--- src/hw/rtl/assert_macros.svh ---
// Assertion macros for the GF(2^8) unit RTL; included by gf256_arithmetic_unit.
// Expects aclk and aresetn in the scope where a macro is used.
`ifndef ASSERT_MACROS_SVH
`define ASSERT_MACROS_SVH

// Check a condition at every rising clock edge outside reset.
`define GFAU_ASSERT(lbl, cond, msg) \
    lbl: assert property (@(posedge aclk) disable iff (!aresetn) (cond)) else $error(msg);

// Check that an antecedent implies a consequent in the same cycle.
`define GFAU_ASSERT_IMPL(lbl, ante, cons, msg) \
    lbl: assert property (@(posedge aclk) disable iff (!aresetn) (ante) |-> (cons)) \
        else $error(msg);

// Check that an antecedent implies a consequent in the next cycle.
`define GFAU_ASSERT_NEXT(lbl, ante, cons, msg) \
    lbl: assert property (@(posedge aclk) disable iff (!aresetn) (ante) |=> (cons)) \
        else $error(msg);

`endif

--- src/hw/rtl/gfau_pkg.sv ---
// Types, codes and GF(2^8) helper functions for the arithmetic unit.
// No dependencies; used by gfau_stage and gf256_arithmetic_unit.
package gfau_pkg;

    localparam int NUM_STAGES = 5;

    // AES reduction polynomial x^8+x^4+x^3+x+1, including the x^8 term.
    localparam logic [8:0] GF_POLY = 9'h11B;
    localparam logic [7:0] GF_ONE  = 8'h01;
    localparam logic [7:0] GF_ZERO = 8'h00;

    typedef enum logic [1:0] {
        FUNC_ADD = 2'd0,
        FUNC_SUB = 2'd1,
        FUNC_MUL = 2'd2,
        FUNC_DIV = 2'd3
    } func_t;

    typedef struct packed {
        func_t      func;
        logic [7:0] a;
        logic [7:0] b;
        logic [7:0] acc;
        logic       dz;
    } item_t;

    // Reduce a 15-bit carry-less product modulo the field polynomial.
    function automatic logic [7:0] gf_reduce(input logic [14:0] p);
        logic [14:0] r;
        r = p;
        for (int i = 14; i >= 8; i--) begin
            if (r[i]) begin
                r = r ^ (15'(GF_POLY) << (i - 8));
            end
        end
        return r[7:0];
    endfunction

    function automatic logic [7:0] gf_mul(input logic [7:0] x, input logic [7:0] y);
        logic [14:0] p;
        p = '0;
        for (int i = 0; i < 8; i++) begin
            if (y[i]) begin
                p = p ^ (15'(x) << i);
            end
        end
        return gf_reduce(p);
    endfunction

    // Squaring is linear over GF(2): spread the bits, then reduce.
    function automatic logic [7:0] gf_sq(input logic [7:0] x);
        logic [14:0] p;
        p = '0;
        for (int i = 0; i < 8; i++) begin
            p[2*i] = x[i];
        end
        return gf_reduce(p);
    endfunction

endpackage

--- src/hw/rtl/gf256_arithmetic_unit.sv ---
// GF(2^8) arithmetic unit (AES polynomial 0x11B): add, subtract, multiply, divide.
// Throughput: one beat per cycle while m_ready stays high; beats pass through the stage
// registers in order, and each of the five stages holds one field multiplier.
// Reset: synchronous, active-low aresetn clears every stage valid bit; data is not reset.
// Depends on gfau_pkg, gfau_stage and assert_macros.svh.
`include "assert_macros.svh"

module gf256_arithmetic_unit (
    input  logic       aclk,
    input  logic       aresetn,
    input  logic       s_valid,
    output logic       s_ready,
    input  logic [1:0] s_func,
    input  logic [7:0] s_operand_a,
    input  logic [7:0] s_operand_b,
    output logic       m_valid,
    input  logic       m_ready,
    output logic [7:0] m_result,
    output logic       m_divide_by_zero
);

    // The divisor inverse is b^254 = (b^127)^2, built by an addition chain:
    //   stage 0: b^3   = b^2 * b
    //   stage 1: b^7   = (b^3)^2 * b
    //   stage 2: b^63  = (b^7)^8 * b^7
    //   stage 3: b^127 = (b^63)^2 * b
    //   stage 4: a * (b^127)^2 for divide, a * b for multiply, a ^ b for add/sub
    // Squarings are XOR networks; each stage holds a single multiplier.
    // For b == 0 the chain yields 0, so the quotient is already 0.

    localparam int N = gfau_pkg::NUM_STAGES;

    logic            stage_valid [0:N];
    logic            stage_ready [0:N];
    gfau_pkg::item_t stage_item  [0:N];
    logic [7:0]      mul_x       [0:N-1];
    logic [7:0]      mul_y       [0:N-1];
    logic            use_xor     [0:N-1];

    // Build the entry beat; flag divide by zero up front.
    always_comb begin
        stage_item[0].func = gfau_pkg::func_t'(s_func);
        stage_item[0].a    = s_operand_a;
        stage_item[0].b    = s_operand_b;
        stage_item[0].acc  = gfau_pkg::GF_ZERO;
        stage_item[0].dz   = (gfau_pkg::func_t'(s_func) == gfau_pkg::FUNC_DIV) &&
                             (s_operand_b == gfau_pkg::GF_ZERO);
    end

    assign stage_valid[0] = s_valid;
    assign s_ready        = stage_ready[0];

    // Pick multiplier operands per stage from the beat entering it.
    always_comb begin
        mul_x[0]   = gfau_pkg::gf_sq(stage_item[0].b);
        mul_y[0]   = stage_item[0].b;
        use_xor[0] = 1'b0;

        mul_x[1]   = gfau_pkg::gf_sq(stage_item[1].acc);
        mul_y[1]   = stage_item[1].b;
        use_xor[1] = 1'b0;

        mul_x[2]   = gfau_pkg::gf_sq(gfau_pkg::gf_sq(gfau_pkg::gf_sq(stage_item[2].acc)));
        mul_y[2]   = stage_item[2].acc;
        use_xor[2] = 1'b0;

        mul_x[3]   = gfau_pkg::gf_sq(stage_item[3].acc);
        mul_y[3]   = stage_item[3].b;
        use_xor[3] = 1'b0;

        // Final stage: reuse the multiplier for multiply and divide.
        mul_x[4] = stage_item[4].a;
        if (stage_item[4].func == gfau_pkg::FUNC_DIV) begin
            mul_y[4] = gfau_pkg::gf_sq(stage_item[4].acc);
        end else begin
            mul_y[4] = stage_item[4].b;
        end
        use_xor[4] = stage_item[4].func inside {gfau_pkg::FUNC_ADD, gfau_pkg::FUNC_SUB};
    end

    for (genvar k = 0; k < N; k++) begin : g_stage
        gfau_stage u_stage (
            .aclk      (aclk),
            .aresetn   (aresetn),
            .in_valid  (stage_valid[k]),
            .in_ready  (stage_ready[k]),
            .in_item   (stage_item[k]),
            .mul_x     (mul_x[k]),
            .mul_y     (mul_y[k]),
            .use_xor   (use_xor[k]),
            .out_valid (stage_valid[k+1]),
            .out_ready (stage_ready[k+1]),
            .out_item  (stage_item[k+1])
        );
    end

    // Last stage register is the output register; hold it until the beat is taken.
    assign stage_ready[N]   = m_ready;
    assign m_valid          = stage_valid[N];
    assign m_result         = stage_item[N].acc;
    assign m_divide_by_zero = stage_item[N].dz;

    // A divide-by-zero beat always carries a zero result.
    `GFAU_ASSERT_IMPL(a_dz_zero, m_valid && m_divide_by_zero, m_result == gfau_pkg::GF_ZERO, "divide by zero with nonzero result")
    // Input back-pressure only happens when a result is waiting.
    `GFAU_ASSERT_IMPL(a_stall_source, !s_ready, m_valid && !m_ready, "input stalled without output stall")
    // The inverse chain must invert every nonzero divisor.
    `GFAU_ASSERT_IMPL(a_inverse_ok, stage_valid[4] && (stage_item[4].b != gfau_pkg::GF_ZERO), gfau_pkg::gf_mul(gfau_pkg::gf_sq(stage_item[4].acc), stage_item[4].b) == gfau_pkg::GF_ONE, "inverse chain wrong")
    // A result waiting on back-pressure does not vanish.
    `GFAU_ASSERT_NEXT(a_hold_result, m_valid && !m_ready, m_valid, "stalled result dropped")

endmodule

--- src/hw/rtl/gfau_stage.sv ---
// One pipeline stage of the GF(2^8) unit: a field multiplier or XOR into a register.
// Depends on gfau_pkg.
module gfau_stage (
    input  logic          aclk,
    input  logic          aresetn,
    input  logic          in_valid,
    output logic          in_ready,
    input  gfau_pkg::item_t in_item,
    input  logic [7:0]    mul_x,
    input  logic [7:0]    mul_y,
    input  logic          use_xor,
    output logic          out_valid,
    input  logic          out_ready,
    output gfau_pkg::item_t out_item
);

    logic            valid_reg;
    gfau_pkg::item_t item_reg;
    gfau_pkg::item_t item_next;

    // Advance when this slot is empty or its beat moves on.
    assign in_ready = !valid_reg || out_ready;

    always_comb begin
        item_next = in_item;
        if (use_xor) begin
            item_next.acc = in_item.a ^ in_item.b;
        end else begin
            item_next.acc = gfau_pkg::gf_mul(mul_x, mul_y);
        end
    end

    always_ff @(posedge aclk) begin
        if (!aresetn) begin
            valid_reg <= 1'b0;
        end else if (in_ready) begin
            valid_reg <= in_valid;
        end
    end

    always_ff @(posedge aclk) begin
        if (in_ready && in_valid) begin
            item_reg <= item_next;
        end
    end

    assign out_valid = valid_reg;
    assign out_item  = item_reg;

endmodule

--- config.mk ---
export PLATFORM = sky130hd
export DESIGN_NAME = gf256_arithmetic_unit
export DESIGN_NICKNAME = d
export VERILOG_FILES = /design/src/hw/rtl/gfau_pkg.sv /design/src/hw/rtl/gf256_arithmetic_unit.sv /design/src/hw/rtl/gfau_stage.sv
export VERILOG_INCLUDE_DIRS = /design/src /design/src/hw/rtl
export SDC_FILE = /design/constraint.sdc
export NUM_CORES = 1
export LEC_CHECK = 0
export ABC_AREA = 1
export ABC_CLOCK_PERIOD_IN_PS = 2900
export BUFFER_PORTS_ARGS = -buffer_cell sky130_fd_sc_hd__buf_2
export CAP_MARGIN = 20
export CORE_UTILIZATION = 56
export DETAILED_ROUTE_END_ITERATION = 7
export PLACE_DENSITY = 0.76
export SYNTH_ARGS = -nofsm -noshare
export SYNTH_HDL_FRONTEND = slang
export SYNTH_SLANG_ARGS = --single-unit
--- constraint.sdc ---
create_clock -name aclk -period 2.9 [get_ports aclk]
set_clock_uncertainty 0.15 [all_clocks]
set_input_delay 0.29 -clock aclk [delete_from_list [all_inputs] [get_ports aclk]]
set_output_delay 0.29 -clock aclk [all_outputs]
set_load 0.03 [all_outputs]
==> reports/metrics.yaml <==
worst_hold_path:
  holdPathEnd: "g_stage[3].u_stage.out_valid"
  hold_path_class: "primary input to flop"
  hp-start: "aresetn"
  min_path_cells: 3
floorplanning:
  rows: 51
  core_area_um2: 19650
  die_h_um: 144.4
  start_util: 0.5779
  die_area_um2: 20860
  die_x_um: 144.4
  ioPinCount: 33
final_layout:
  fin_area_um2: 13850
  multiInputGateArea_um2: 7448
  drive_above_1_share: 0.2223
  seqCellArea_um2: 3613
  fin_nets: 1744
  syn_to_final_growth_pct: 21.90
  nFillCells: 1528
  num_antenna_cells: 0
critical_path:
  reg2reg_to: "g_stage[2].u_stage.out_item[5]"
  rrSetupSlack_ns: -0.03
  required_ns: 2.92
  cp.arrival_ns: 2.95
  cp-end-kind: "flop"
  reg2regPathDepth: 21
  timing.rr.start: "g_stage[1].u_stage.out_item[8]"
  crit_path_start_kind: "flop"
  critPathKind: "flop to flop"
  critical_path.max_fanout: 9
synthesis:
  synthMuxAreaShare: 0
  synth-main-ff-cell: "edfxtp_1"
  async_reset_ff_frac: 0
  synthTopCellsByArea: "edfxtp_1 (31%), nand2_1 (18%), xor2_1 (12%), xnor2_1 (8.7%), inv_1 (5.1%)"
  synth-compound-area-share: 0.02589
  synth.net_count: 1591
  yosys_register_bits: 122
  synth_top_cell_area_share: 0.3093
  synth_top_cells_by_count: "nand2_1 (547), inv_1 (155), xor2_1 (154), nor2_1 (146), edfxtp_1 (117)"
  yosys_warnings: 0
  synthMostInstantiatedCell: "nand2_1"
  avgSynthCellArea_um2: 7.253
  synthXorXnorAreaFrac: 0.2419
  postSynthCellCount: 1566
  synth_area_leader_cell: "edfxtp_1"
  syn_area_um2: 11360
  synth_top_family_by_area: "simple AND/OR/NAND/NOR gates"
  synthSimpleGateAreaFrac: 0.3364
  synth_cell_types: 44
  yosysSeqAreaShare: 0.3181
  synth-edff-count: 117
  synth_fa_ha_area_frac: 0.003305
routing:
  route.detailed.drc: 4
  num_vias: 10489
  drt_iter0_drc: 859
  first_pass_iters: 8
  wl_per_cell_um: 14.33
  avgViaCountPerCell: 5.252
  drt-total-wl_um: 28610
  ant_nets: 0
global_route:
  grt_max_degree: 28
  grt_pass1_vias: 9266
  grt_pass1_wl_um: 43280
  grt_overflow: 0
  track_usage: 0.2659
  antenna_found_initial: 0
sta:
  finalMaxSlewViolations: 0
  fmax_mhz: 341.4
  finalHoldViolations: 0
  worst-slew-pin-transition_ns: 0.9834
  rsz0062_at_grt: "true"
  worst_slack_ns: -0.02884
  setup_viol: 3
  post-route-period-util: 1.010
  slew_headroom: 0.3437
  fin_crit_ns: 2.929
clocking:
  h-tree-depth: 4
  cts_sinks: 122
  clk_latency_ns: 0.43
  tritoncts: "yes"
  cts_buffers: 17
  cts_root_buf: "clkbuf_16"
  path_clk_slew_ns: 0.06
  cts_max_path_buffers: 2
placement:
  dp_hpwl_um: 20250
  gp_congestion: 0.9765
  portBuffers: 32
  post_dp_cell_area_um2: 12310
status:
  status: "complete, but fails checks"
  violations: "DRC, setup timing"
run:
  drv_cap: 0
-- through the flow --
| stage | util | setup TNS (ns) | instances | hold WS, ns | setup slack, ns |
|---|---|---|---|---|---|
| detailed placement | 0.6264 | -0.4882 | 1920 | 0.2545 | -0.1144 |
| finish | 0.7045 | -0.06423 | 1997 | 0.03046 | -0.02884 |
| global placement | 0.6264 | -0.1780 | 1920 | 0.2507 | -0.08537 |
| floorplan | - | 0 | 1566 | 0.2389 | 0.1616 |
| CTS | 0.6637 | 0 | 1967 | 0.01178 | 0.006962 |
| global route | 0.7045 | -1.746 | 1997 | 0.02485 | -0.1962 |
-- layout by cell type, fill, tap and decap left out, types with 17 or more instances in the layout --
| master | count |
|---|---|
| edfxtp_1 | 117 |
| buf_4 | 109 |
| xor2_1 | 147 |
| xnor2_2 | 18 |
| nor2_1 | 139 |
| nand2_1 | 503 |
| inv_2 | 27 |
| clkbuf_16 | 17 |
| buf_2 | 32 |
| xnor2_1 | 104 |
| nand2_4 | 22 |
| nand3_2 | 20 |
| nand3_1 | 93 |
| inv_1 | 147 |
| nand3b_1 | 17 |
| nand2_2 | 61 |
-- metal layers --
layer / up-vias / wire length [um] / track usage
met5: - / 0 / 0
met3: 94 / 1823 / 0.04735
met4: 0 / 1006 / 0.1064
met1: 4799 / 11620 / 0.3298
li1: 5162 / - / -
met2: 434 / 14160 / 0.4562
-- cell families after synthesis --
| group | Yosys count |
|---|---|
| AO/OA/AOI/OAI | 50 |
| adder cells (fa/ha/maj) | 3 |
| XOR/XNOR | 290 |
| AND/OR/NAND/NOR | 896 |
| buffers and inverters | 205 |
| flip-flops | 122 |
-- layout make-up --
class | count | share of cell area
Inverter | 178 | 0.04862
Clock inverter | 15 | 0.009398
Tap cell | 265 | 0.02395
Sequential cell | 122 | 0.2610
Clock buffer | 17 | 0.03072
Multi-Input combinational cell | 1239 | 0.5380
Timing Repair Buffer | 161 | 0.08838
-- state kept, by name, summed over array words and instances, names as in the netlist --
signal                     flops
g_stage.u_stage.out_valid      5
g_stage.u_stage.out_item     117
-- how the worst max path moves through the flow --
stage | from | end | slack, ns | cells past startpoint
after CTS | g_stage[3].u_stage.out_item[6] | g_stage[4].u_stage.out_item[4] | 0.007 | 14
after global routing | g_stage[1].u_stage.out_item[8] | g_stage[2].u_stage.out_item[5] | -0.20 | 23
after floorplan | s_operand_b[7] | g_stage[0].u_stage.out_item[5] | 0.16 | 15
after global placement | g_stage[0].u_stage.out_item[8] | g_stage[1].u_stage.out_item[4] | -0.09 | 11
final | g_stage[1].u_stage.out_item[8] | g_stage[2].u_stage.out_item[5] | -0.03 | 21
after detailed placement | g_stage[0].u_stage.out_item[8] | g_stage[1].u_stage.out_item[4] | -0.11 | 10
-- repair_timing --
item | 4_1_cts | 5_1_grt
setup buffers | 3 | 30
setup endpoints to repair | 9 | 25
resized for setup | 4 | 125
pin swaps | 1 | 47
hold buffers | 12 | 0
hold endpoints to repair | 12 | 0
-- critical path, stage by stage (launching register included) --
cell and delay [ns]:
edfxtp_1 0.44, buf_6 0.17, nand2_1 0.10, nand3_2 0.13, nand2_4 0.12, nand2_1 0.08
nand3_1 0.15, nand2_2 0.10, nand2_1 0.11, nand3_1 0.14, nand2_4 0.16, nand2_1 0.06
nand2_1 0.09, nand2_1 0.06, nand2_1 0.09, nand2_1 0.07, nand2_1 0.11, nand3_2 0.11
nand2_2 0.09, inv_1 0.04, nand2_1 0.04, nand2_1 0.05
Power is not shown: default switching activity piles up to over one toggle a cycle in this logic, so the estimate is an artifact.
